$ cat src/hdl/mcr_pkg.sv
package mcr_pkg;

    // Field widths
    localparam int CENTER_W   = 11;
    localparam int RADIUS_W   = 6;
    localparam int COORD_W    = 13;
    localparam int CANVAS_W   = 11;
    localparam int MASK_W     = 8;
    localparam int GEN_W      = 8;
    localparam int DEC_W      = 12;

    // Generator limits
    localparam int MAX_RADIUS = 63;
    localparam int STEP_CAP   = 64;
    localparam int CNT_W      = $clog2(STEP_CAP);

    // Configuration port
    localparam int CFG_IDX_W  = 1;
    localparam int CFG_DATA_W = CANVAS_W;
    localparam logic [CFG_IDX_W-1:0] REG_CANVAS_WIDTH  = 1'd0;
    localparam logic [CFG_IDX_W-1:0] REG_CANVAS_HEIGHT = 1'd1;
    localparam logic [CANVAS_W-1:0]  CANVAS_RESET      = 11'd800;

    typedef enum logic [0:0] {
        ST_IDLE,
        ST_EMIT
    } mcr_state_t;

    // Controller to datapath
    typedef struct packed {
        logic load;
        logic advance;
    } dp_cmd_t;

    // Datapath to controller
    typedef struct packed {
        logic last;
    } dp_status_t;

endpackage

$ cat src/hdl/mcr_cmd_if.sv
interface mcr_cmd_if;
    import mcr_pkg::*;

    logic                valid;
    logic                ready;
    logic [CENTER_W-1:0] center_x;
    logic [CENTER_W-1:0] center_y;
    logic [RADIUS_W-1:0] radius;
    logic                paint_red;

    modport source (output valid, center_x, center_y, radius, paint_red, input ready);
    modport sink   (input valid, center_x, center_y, radius, paint_red, output ready);
endinterface

$ cat src/hdl/mcr_step_if.sv
interface mcr_step_if;
    import mcr_pkg::*;

    logic                      valid;
    logic                      ready;
    logic signed [COORD_W-1:0] col_plus_gx;
    logic signed [COORD_W-1:0] col_minus_gx;
    logic signed [COORD_W-1:0] col_plus_gy;
    logic signed [COORD_W-1:0] col_minus_gy;
    logic signed [COORD_W-1:0] row_plus_gx;
    logic signed [COORD_W-1:0] row_minus_gx;
    logic signed [COORD_W-1:0] row_plus_gy;
    logic signed [COORD_W-1:0] row_minus_gy;
    logic [MASK_W-1:0]         inside_mask;
    logic                      paint_red_out;
    logic                      last_step;

    modport source (
        output valid, col_plus_gx, col_minus_gx, col_plus_gy, col_minus_gy,
               row_plus_gx, row_minus_gx, row_plus_gy, row_minus_gy,
               inside_mask, paint_red_out, last_step,
        input  ready
    );
    modport sink (
        input  valid, col_plus_gx, col_minus_gx, col_plus_gy, col_minus_gy,
               row_plus_gx, row_minus_gx, row_plus_gy, row_minus_gy,
               inside_mask, paint_red_out, last_step,
        output ready
    );
endinterface

$ cat src/hdl/mcr_datapath.sv
module mcr_datapath (
    input  logic                              clk,
    input  logic                              rst_n,
    input  logic                              cfg_we,
    input  logic [mcr_pkg::CFG_IDX_W-1:0]     cfg_index,
    input  logic [mcr_pkg::CFG_DATA_W-1:0]    cfg_wdata,
    input  mcr_pkg::dp_cmd_t                  dp_cmd,
    output mcr_pkg::dp_status_t               dp_status,
    input  logic [mcr_pkg::CENTER_W-1:0]      center_x,
    input  logic [mcr_pkg::CENTER_W-1:0]      center_y,
    input  logic [mcr_pkg::RADIUS_W-1:0]      radius,
    input  logic                              paint_red,
    output logic signed [mcr_pkg::COORD_W-1:0] col_plus_gx,
    output logic signed [mcr_pkg::COORD_W-1:0] col_minus_gx,
    output logic signed [mcr_pkg::COORD_W-1:0] col_plus_gy,
    output logic signed [mcr_pkg::COORD_W-1:0] col_minus_gy,
    output logic signed [mcr_pkg::COORD_W-1:0] row_plus_gx,
    output logic signed [mcr_pkg::COORD_W-1:0] row_minus_gx,
    output logic signed [mcr_pkg::COORD_W-1:0] row_plus_gy,
    output logic signed [mcr_pkg::COORD_W-1:0] row_minus_gy,
    output logic [mcr_pkg::MASK_W-1:0]        inside_mask,
    output logic                              paint_red_out
);
    import mcr_pkg::*;

    logic [CANVAS_W-1:0]      width_reg, width_next;
    logic [CANVAS_W-1:0]      height_reg, height_next;
    logic signed [GEN_W-1:0]  gx_reg, gx_next;
    logic signed [GEN_W-1:0]  gy_reg, gy_next;
    logic signed [DEC_W-1:0]  dec_reg, dec_next;
    logic [CENTER_W-1:0]      cx_reg, cx_next;
    logic [CENTER_W-1:0]      cy_reg, cy_next;
    logic                     red_reg, red_next;
    logic [CNT_W-1:0]         cnt_reg, cnt_next;

    logic [RADIUS_W-1:0]      r_sat;
    logic signed [GEN_W-1:0]  gx_inc;
    logic signed [GEN_W-1:0]  gy_dec;
    logic signed [DEC_W-1:0]  gx_inc_ext;
    logic signed [DEC_W-1:0]  gy_dec_ext;
    logic signed [COORD_W-1:0] cx_ext, cy_ext, gx_ext, gy_ext;

    function automatic logic in_canvas(
        input logic signed [COORD_W-1:0] col,
        input logic signed [COORD_W-1:0] row,
        input logic [CANVAS_W-1:0]       lim_w,
        input logic [CANVAS_W-1:0]       lim_h
    );
        logic signed [COORD_W-1:0] w_ext;
        logic signed [COORD_W-1:0] h_ext;
        w_ext = $signed({{(COORD_W-CANVAS_W){1'b0}}, lim_w});
        h_ext = $signed({{(COORD_W-CANVAS_W){1'b0}}, lim_h});
        return !col[COORD_W-1] && !row[COORD_W-1] && (col < w_ext) && (row < h_ext);
    endfunction

    // Configuration writes
    always_comb
    begin
        width_next  = width_reg;
        height_next = height_reg;
        if (cfg_we)
        begin
            unique case (cfg_index)
                REG_CANVAS_WIDTH:  width_next  = cfg_wdata;
                REG_CANVAS_HEIGHT: height_next = cfg_wdata;
                default: ;
            endcase
        end
    end

    // Midpoint recurrence: load a command or advance one step
    always_comb
    begin
        r_sat = (radius > RADIUS_W'(MAX_RADIUS)) ? RADIUS_W'(MAX_RADIUS) : radius;
        gx_inc = gx_reg + GEN_W'(1);
        gy_dec = gy_reg - GEN_W'(1);
        gx_inc_ext = {{(DEC_W-GEN_W){gx_inc[GEN_W-1]}}, gx_inc};
        gy_dec_ext = {{(DEC_W-GEN_W){gy_dec[GEN_W-1]}}, gy_dec};

        gx_next  = gx_reg;
        gy_next  = gy_reg;
        dec_next = dec_reg;
        cx_next  = cx_reg;
        cy_next  = cy_reg;
        red_next = red_reg;
        cnt_next = cnt_reg;

        if (dp_cmd.load)
        begin
            gx_next  = '0;
            gy_next  = $signed({{(GEN_W-RADIUS_W){1'b0}}, r_sat});
            dec_next = DEC_W'(3) - $signed({{(DEC_W-RADIUS_W-1){1'b0}}, r_sat, 1'b0});
            cx_next  = center_x;
            cy_next  = center_y;
            red_next = paint_red;
            cnt_next = '0;
        end
        else if (dp_cmd.advance)
        begin
            gx_next  = gx_inc;
            cnt_next = cnt_reg + CNT_W'(1);
            if (dec_reg > 0)
            begin
                gy_next  = gy_dec;
                dec_next = dec_reg + ((gx_inc_ext - gy_dec_ext) <<< 2) + DEC_W'(10);
            end
            else
            begin
                dec_next = dec_reg + (gx_inc_ext <<< 2) + DEC_W'(6);
            end
        end
    end

    always_ff @(posedge clk or negedge rst_n)
    begin
        if (!rst_n)
        begin
            width_reg  <= CANVAS_RESET;
            height_reg <= CANVAS_RESET;
            gx_reg     <= '0;
            gy_reg     <= '0;
            dec_reg    <= '0;
            cx_reg     <= '0;
            cy_reg     <= '0;
            red_reg    <= 1'b0;
            cnt_reg    <= '0;
        end
        else
        begin
            width_reg  <= width_next;
            height_reg <= height_next;
            gx_reg     <= gx_next;
            gy_reg     <= gy_next;
            dec_reg    <= dec_next;
            cx_reg     <= cx_next;
            cy_reg     <= cy_next;
            red_reg    <= red_next;
            cnt_reg    <= cnt_next;
        end
    end

    // Stop after the point that leaves the octant, or at the step cap
    assign dp_status.last = (gy_reg < gx_reg) || (cnt_reg == CNT_W'(STEP_CAP - 1));

    // Symmetric coordinates of the current point
    assign cx_ext = $signed({{(COORD_W-CENTER_W){1'b0}}, cx_reg});
    assign cy_ext = $signed({{(COORD_W-CENTER_W){1'b0}}, cy_reg});
    assign gx_ext = {{(COORD_W-GEN_W){gx_reg[GEN_W-1]}}, gx_reg};
    assign gy_ext = {{(COORD_W-GEN_W){gy_reg[GEN_W-1]}}, gy_reg};

    assign col_plus_gx  = cx_ext + gx_ext;
    assign col_minus_gx = cx_ext - gx_ext;
    assign col_plus_gy  = cx_ext + gy_ext;
    assign col_minus_gy = cx_ext - gy_ext;
    assign row_plus_gx  = cy_ext + gx_ext;
    assign row_minus_gx = cy_ext - gx_ext;
    assign row_plus_gy  = cy_ext + gy_ext;
    assign row_minus_gy = cy_ext - gy_ext;

    // Clip each of the eight points against the canvas
    assign inside_mask[0] = in_canvas(col_plus_gx,  row_plus_gy,  width_reg, height_reg);
    assign inside_mask[1] = in_canvas(col_minus_gx, row_plus_gy,  width_reg, height_reg);
    assign inside_mask[2] = in_canvas(col_plus_gx,  row_minus_gy, width_reg, height_reg);
    assign inside_mask[3] = in_canvas(col_minus_gx, row_minus_gy, width_reg, height_reg);
    assign inside_mask[4] = in_canvas(col_plus_gy,  row_plus_gx,  width_reg, height_reg);
    assign inside_mask[5] = in_canvas(col_minus_gy, row_plus_gx,  width_reg, height_reg);
    assign inside_mask[6] = in_canvas(col_plus_gy,  row_minus_gx, width_reg, height_reg);
    assign inside_mask[7] = in_canvas(col_minus_gy, row_minus_gx, width_reg, height_reg);

    assign paint_red_out = red_reg;

endmodule

$ cat src/hdl/mcr_ctrl.sv
module mcr_ctrl (
    input  logic                 clk,
    input  logic                 rst_n,
    input  logic                 cmd_valid,
    output logic                 cmd_ready,
    output logic                 step_valid,
    input  logic                 step_ready,
    output mcr_pkg::dp_cmd_t     dp_cmd,
    input  mcr_pkg::dp_status_t  dp_status
);
    import mcr_pkg::*;

    mcr_state_t state_reg, state_next;

    // Next state
    always_comb
    begin
        state_next = state_reg;
        unique case (state_reg)
            ST_IDLE:
            begin
                if (cmd_valid)
                    state_next = ST_EMIT;
            end
            ST_EMIT:
            begin
                if (step_ready && dp_status.last)
                    state_next = ST_IDLE;
            end
            default: state_next = ST_IDLE;
        endcase
    end

    // Outputs
    always_comb
    begin
        cmd_ready      = 1'b0;
        step_valid     = 1'b0;
        dp_cmd.load    = 1'b0;
        dp_cmd.advance = 1'b0;
        unique case (state_reg)
            ST_IDLE:
            begin
                cmd_ready   = 1'b1;
                dp_cmd.load = cmd_valid;
            end
            ST_EMIT:
            begin
                step_valid     = 1'b1;
                dp_cmd.advance = step_ready && !dp_status.last;
            end
            default: ;
        endcase
    end

    always_ff @(posedge clk or negedge rst_n)
    begin
        if (!rst_n)
            state_reg <= ST_IDLE;
        else
            state_reg <= state_next;
    end

endmodule

$ cat src/hdl/midpoint_circle_rasterizer.sv
// The first step of a circle is presented in the cycle after its command transaction.
// Throughput: one step per cycle while the sink is ready; radius r gives about r/sqrt2 + 2
// steps (46 at radius 63), set by the single generator register set advancing once a cycle.
// A new command is taken in the cycle after the last step leaves.
// Reset: asynchronous active low; block idle, canvas limits 800 by 800, generator cleared.
module midpoint_circle_rasterizer (
    input  logic                           clk,
    input  logic                           rst_n,
    input  logic                           cfg_we,
    input  logic [mcr_pkg::CFG_IDX_W-1:0]  cfg_index,
    input  logic [mcr_pkg::CFG_DATA_W-1:0] cfg_wdata,
    mcr_cmd_if.sink                        cmd,
    mcr_step_if.source                     step
);
    import mcr_pkg::*;

    dp_cmd_t    dp_cmd;
    dp_status_t dp_status;

    // Sequence circle commands and step transactions
    mcr_ctrl u_ctrl (
        .clk        (clk),
        .rst_n      (rst_n),
        .cmd_valid  (cmd.valid),
        .cmd_ready  (cmd.ready),
        .step_valid (step.valid),
        .step_ready (step.ready),
        .dp_cmd     (dp_cmd),
        .dp_status  (dp_status)
    );

    // Generator, coordinate and clipping logic
    mcr_datapath u_datapath (
        .clk           (clk),
        .rst_n         (rst_n),
        .cfg_we        (cfg_we),
        .cfg_index     (cfg_index),
        .cfg_wdata     (cfg_wdata),
        .dp_cmd        (dp_cmd),
        .dp_status     (dp_status),
        .center_x      (cmd.center_x),
        .center_y      (cmd.center_y),
        .radius        (cmd.radius),
        .paint_red     (cmd.paint_red),
        .col_plus_gx   (step.col_plus_gx),
        .col_minus_gx  (step.col_minus_gx),
        .col_plus_gy   (step.col_plus_gy),
        .col_minus_gy  (step.col_minus_gy),
        .row_plus_gx   (step.row_plus_gx),
        .row_minus_gx  (step.row_minus_gx),
        .row_plus_gy   (step.row_plus_gy),
        .row_minus_gy  (step.row_minus_gy),
        .inside_mask   (step.inside_mask),
        .paint_red_out (step.paint_red_out)
    );

    assign step.last_step = dp_status.last;

endmodule

$ cat src/flat_wrapper.sv
// flat-port wrapper written by rule: the top's interface ports become plain ports
module midpoint_circle_rasterizer_flat import mcr_pkg::*;
  (clk, rst_n, cfg_we, cfg_index, cfg_wdata, cmd_valid, cmd_center_x, cmd_center_y, cmd_radius, cmd_paint_red, cmd_ready, step_valid, step_col_plus_gx, step_col_minus_gx, step_col_plus_gy, step_col_minus_gy, step_row_plus_gx, step_row_minus_gx, step_row_plus_gy, step_row_minus_gy, step_inside_mask, step_paint_red_out, step_last_step, step_ready);
  mcr_cmd_if cmd_i ();
  mcr_step_if step_i ();
  input  logic clk;
  input  logic rst_n;
  input  logic cfg_we;
  input  logic [mcr_pkg::CFG_IDX_W-1:0] cfg_index;
  input  logic [mcr_pkg::CFG_DATA_W-1:0] cfg_wdata;
  input wire logic [$bits(cmd_i.valid)-1:0] cmd_valid;
  input wire logic [$bits(cmd_i.center_x)-1:0] cmd_center_x;
  input wire logic [$bits(cmd_i.center_y)-1:0] cmd_center_y;
  input wire logic [$bits(cmd_i.radius)-1:0] cmd_radius;
  input wire logic [$bits(cmd_i.paint_red)-1:0] cmd_paint_red;
  output wire logic [$bits(cmd_i.ready)-1:0] cmd_ready;
  output wire logic [$bits(step_i.valid)-1:0] step_valid;
  output wire logic [$bits(step_i.col_plus_gx)-1:0] step_col_plus_gx;
  output wire logic [$bits(step_i.col_minus_gx)-1:0] step_col_minus_gx;
  output wire logic [$bits(step_i.col_plus_gy)-1:0] step_col_plus_gy;
  output wire logic [$bits(step_i.col_minus_gy)-1:0] step_col_minus_gy;
  output wire logic [$bits(step_i.row_plus_gx)-1:0] step_row_plus_gx;
  output wire logic [$bits(step_i.row_minus_gx)-1:0] step_row_minus_gx;
  output wire logic [$bits(step_i.row_plus_gy)-1:0] step_row_plus_gy;
  output wire logic [$bits(step_i.row_minus_gy)-1:0] step_row_minus_gy;
  output wire logic [$bits(step_i.inside_mask)-1:0] step_inside_mask;
  output wire logic [$bits(step_i.paint_red_out)-1:0] step_paint_red_out;
  output wire logic [$bits(step_i.last_step)-1:0] step_last_step;
  input wire logic [$bits(step_i.ready)-1:0] step_ready;
  assign cmd_i.valid = cmd_valid;
  assign cmd_i.center_x = cmd_center_x;
  assign cmd_i.center_y = cmd_center_y;
  assign cmd_i.radius = cmd_radius;
  assign cmd_i.paint_red = cmd_paint_red;
  assign cmd_ready = cmd_i.ready;
  assign step_valid = step_i.valid;
  assign step_col_plus_gx = step_i.col_plus_gx;
  assign step_col_minus_gx = step_i.col_minus_gx;
  assign step_col_plus_gy = step_i.col_plus_gy;
  assign step_col_minus_gy = step_i.col_minus_gy;
  assign step_row_plus_gx = step_i.row_plus_gx;
  assign step_row_minus_gx = step_i.row_minus_gx;
  assign step_row_plus_gy = step_i.row_plus_gy;
  assign step_row_minus_gy = step_i.row_minus_gy;
  assign step_inside_mask = step_i.inside_mask;
  assign step_paint_red_out = step_i.paint_red_out;
  assign step_last_step = step_i.last_step;
  assign step_i.ready = step_ready;
  midpoint_circle_rasterizer u_core (.clk(clk), .rst_n(rst_n), .cfg_we(cfg_we), .cfg_index(cfg_index), .cfg_wdata(cfg_wdata), .cmd(cmd_i), .step(step_i));
endmodule
$ cat config.mk
export PLATFORM = sky130hd
export DESIGN_NAME = midpoint_circle_rasterizer_flat
export DESIGN_NICKNAME = d
export VERILOG_FILES = /design/src/hdl/mcr_pkg.sv /design/src/hdl/mcr_cmd_if.sv /design/src/hdl/mcr_step_if.sv /design/src/hdl/mcr_datapath.sv /design/src/hdl/mcr_ctrl.sv /design/src/hdl/midpoint_circle_rasterizer.sv /design/src/flat_wrapper.sv
export SDC_FILE = /design/constraint.sdc
export NUM_CORES = 1
export LEC_CHECK = 0
export BUFFER_PORTS_ARGS = -buffer_cell sky130_fd_sc_hd__clkbuf_2
export CAP_MARGIN = 20
export CORE_ASPECT_RATIO = 0.8
export CORE_MARGIN = 3
export CORE_UTILIZATION = 50
export CTS_BUF_LIST = sky130_fd_sc_hd__clkbuf_4
export CTS_CLUSTER_DIAMETER = 200
export DETAILED_ROUTE_END_ITERATION = 12
export PLACE_DENSITY = 0.72
export SLEW_MARGIN = 20
export SYNTH_ARGS = -nofsm -noshare
export SYNTH_HDL_FRONTEND = slang
export SYNTH_SLANG_ARGS = --single-unit
$ cat constraint.sdc
create_clock -name clk -period 5.4 [get_ports clk]
set_input_delay 1.08 -clock clk [delete_from_list [all_inputs] [get_ports clk]]
set_output_delay 1.08 -clock clk [all_outputs]
set_load 0.005 [all_outputs]
==> run metrics <==
DR WL/cell a little under 20 µm; Netlist cell types approximately 70; Area growth, synth to finish 15.2%; RSZ-0062 raised after global routing true; total CTS buffers 9; vias in the first global route around 10000; first-pass GRT wire length approximately 54000 µm; critical path arrival around 4.2 ns; final setup vio count 0; drt pass-1 iters 5; Post-synth EDFFs 0; CP Class reg2out; H-Tree Depth 3; async set or reset register ratio after synthesis 100%; Mapped Area approximately 11000 µm²; Residual DRC 0; number of antenna violations at the first check in global routing 1; Filler cells 2010; die area between 20000 and 25000 µm²; Site Rows 48; Synth Area per Inst 8.10 µm²; FF+latch count, synth 80; DR iter-0 viols around 1000; Inst Count DP 1780; Area contributors post-synth ha_1 26%, dfrtp_1 17%, xnor2_1 7.4%; Final Max Tran Viols 0; Worst setup EP type output port; die width ~170 µm; Hold Fails Final Rpt 0; share of cells above drive strength 1 19.1%; Sequential Area 2020 µm²; CP max FO 8; Largest register FFs 12; via count 10600; post-DP HPWL 27900 µm; register area share after synthesis 18.2%; Achievable Freq around 190 MHz; Startpoint Class flop; Root Buffer clkbuf_4; num ports roughly 160; CTS tree yes; period utilisation layout between 90 and 100%; status completed; Synth top area share a little over a quarter; core area 21600 µm²; area leader, netlist ha_1; vias per inst 5.86; final std cells w/o fill roughly 1800; Tmin final roughly 5.2 ns; M1 GR Usage around 42%; busiest layer in global routing met2; met3 GRT Util around 4.8%; Post-Route Skew 0.0241 ns; Die Height 139 µm; Ys Warns 0; met2 Use GR between 40% and 50%; Max-cap violations 0; Worst-path clk slew around 0.15 ns; area occupied by multi-input gates ~8700 µm²; Hold Crit Class reg2reg; Util after Layout around three fifths; syn_nets ~1700; placer's final routability congestion estimate 0.914; GRT Total Usage approximately 29%; clock insertion delay at the later pin of the skew report 0.49 ns; pin count of the biggest net entering global routing between 40 and 50; nets roughly 1800; Worst Path Required approximately 4.3 ns; max_slew headroom about 41%; Cells after Synth roughly 1400; IO buf count 161; WL final between 30000 and 40000 µm; Worst Tran Pin Value a little under 0.9 ns; remaining antenna violation count 0; Initial Utilization between 50% and 60%; Synth Flop Type dfrtp_1; CTS Sinks 80; Max clock buf depth 2; residual overflow from global routing 0
cell usage after synthesis, drive strengths merged, types with 6 or more instances:
cell type / count
nand3: 22
a31oi: 6
nand2: 139
fa: 11
o21bai: 15
nor4: 6
nor3: 31
nand2b: 18
a211oi: 15
o21ai: 104
a21oi: 87
xor2: 27
mux2i: 6
a21o: 15
dfstp: 6
nor2: 109
or3: 14
o21a: 16
nor2b: 25
o211ai: 14
a221oi: 6
nand4: 6
o31ai: 6
clkbuf: 29
mux2: 16
dfrtp: 74
inv: 120
xnor2: 94
ha: 231
buf: 12
cell usage in the layout (no fill, tap or decap), types with 14 or more instances in the layout:
cell      count
mux2_2       16
a21o_1       15
nand3_1      22
o21a_1       16
o211ai_1     14
or3_1        14
nor2_1      108
xor2_1       27
dfrtp_1      69
nand2_1     139
clkbuf_2    160
a21oi_1      83
nor2b_1      23
nor3_1       30
o21ai_0      93
o21bai_1     14
buf_4        36
ha_1        228
xnor2_1      91
inv_1       115
nand2b_1     17
stage by stage:
step,cell area [µm²],setup slack [ns],hold slack (ns),setup TNS [ns]
2_1_floorplan,11100,0.675,0.440,0
3_3_place_gp,12200,0.523,0.462,0
3_5_place_dp,12200,0.478,0.468,0
4_1_cts,12400,-0.00571,0.505,-0.00571
5_1_grt,12700,-0.0234,0.548,-0.0703
6_report,12700,0.174,0.497,0
final timing paths:
check                      slack (ns)                               to                            start  depth (start not counted)
max                              0.17              step_inside_mask[7]      u_core.u_datapath.gx_reg[3]                         15
min                              0.50  u_core.u_datapath.paint_red_out  u_core.u_datapath.paint_red_out                          2
max reg2reg                      1.21    u_core.u_datapath.dec_reg[11]      u_core.u_datapath.gy_reg[1]                         16
min reg2reg                      0.50  u_core.u_datapath.paint_red_out  u_core.u_datapath.paint_red_out                          2
max in group asynchronous        3.79      u_core.u_datapath.gx_reg[1]                            rst_n                          2
min in group asynchronous        0.59     u_core.u_datapath.cy_reg[10]                            rst_n                          1
cells by family (layout without fill, tap and decap cells):
logic type / Yosys count / in the layout / share of synthesized area (%)
simple gates: 402 / 402 / 16.9
flops: 80 / 80 / 18.2
fa+ha+maj: 242 / 242 / 28.1
other cells: 0 / 1 / 0
buf+inv: 161 / 333 / 5.70
mux: 22 / 22 / 2.17
compound gates: 337 / 337 / 19.3
xor+xnor: 121 / 121 / 9.59
per-layer routing:
layer	vias to the layer above	part of all wire [%]
met5	-	0
met4	0	1.3
met3	37	8.4
met2	427	43
met1	5026	47
li1	5139	-
cell type report:
cell class	instances	area share, %
antenna	1	0.0196
timing repair buffer	197	8.50
clock inverter	7	0.796
multi-input combinational	1124	68.0
sequential	80	15.8
tap	275	2.70
clock buffer	9	0.530
inverter	120	3.62
worst max-delay path, cell delays in order (launching register included):
cell       delay, ns
dfrtp_2         0.43
inv_1           0.19
ha_1            0.37
o21ai_2         0.26
a21oi_4         0.06
buf_4           0.13
o211a_1         0.25
o21a_1          0.19
nor2_1          0.17
ha_1            0.28
and4_1          0.22
o2111ai_1       0.15
a31oi_2         0.15
or4_4           0.46
a211oi_2        0.21
clkbuf_2        0.15
what timing repair did:
item,4_1_cts,5_1_grt
gates resized for setup,9,50
hold buffers,0,0
endpoints found under the hold margin,0,0
endpoints found under the setup margin,6,8
setup buffers,3,13
pin swaps,0,13
Power is left out: the tool's default activity adds up to more than one toggle a clock period on the data nets, which glitch-free logic cannot reach.
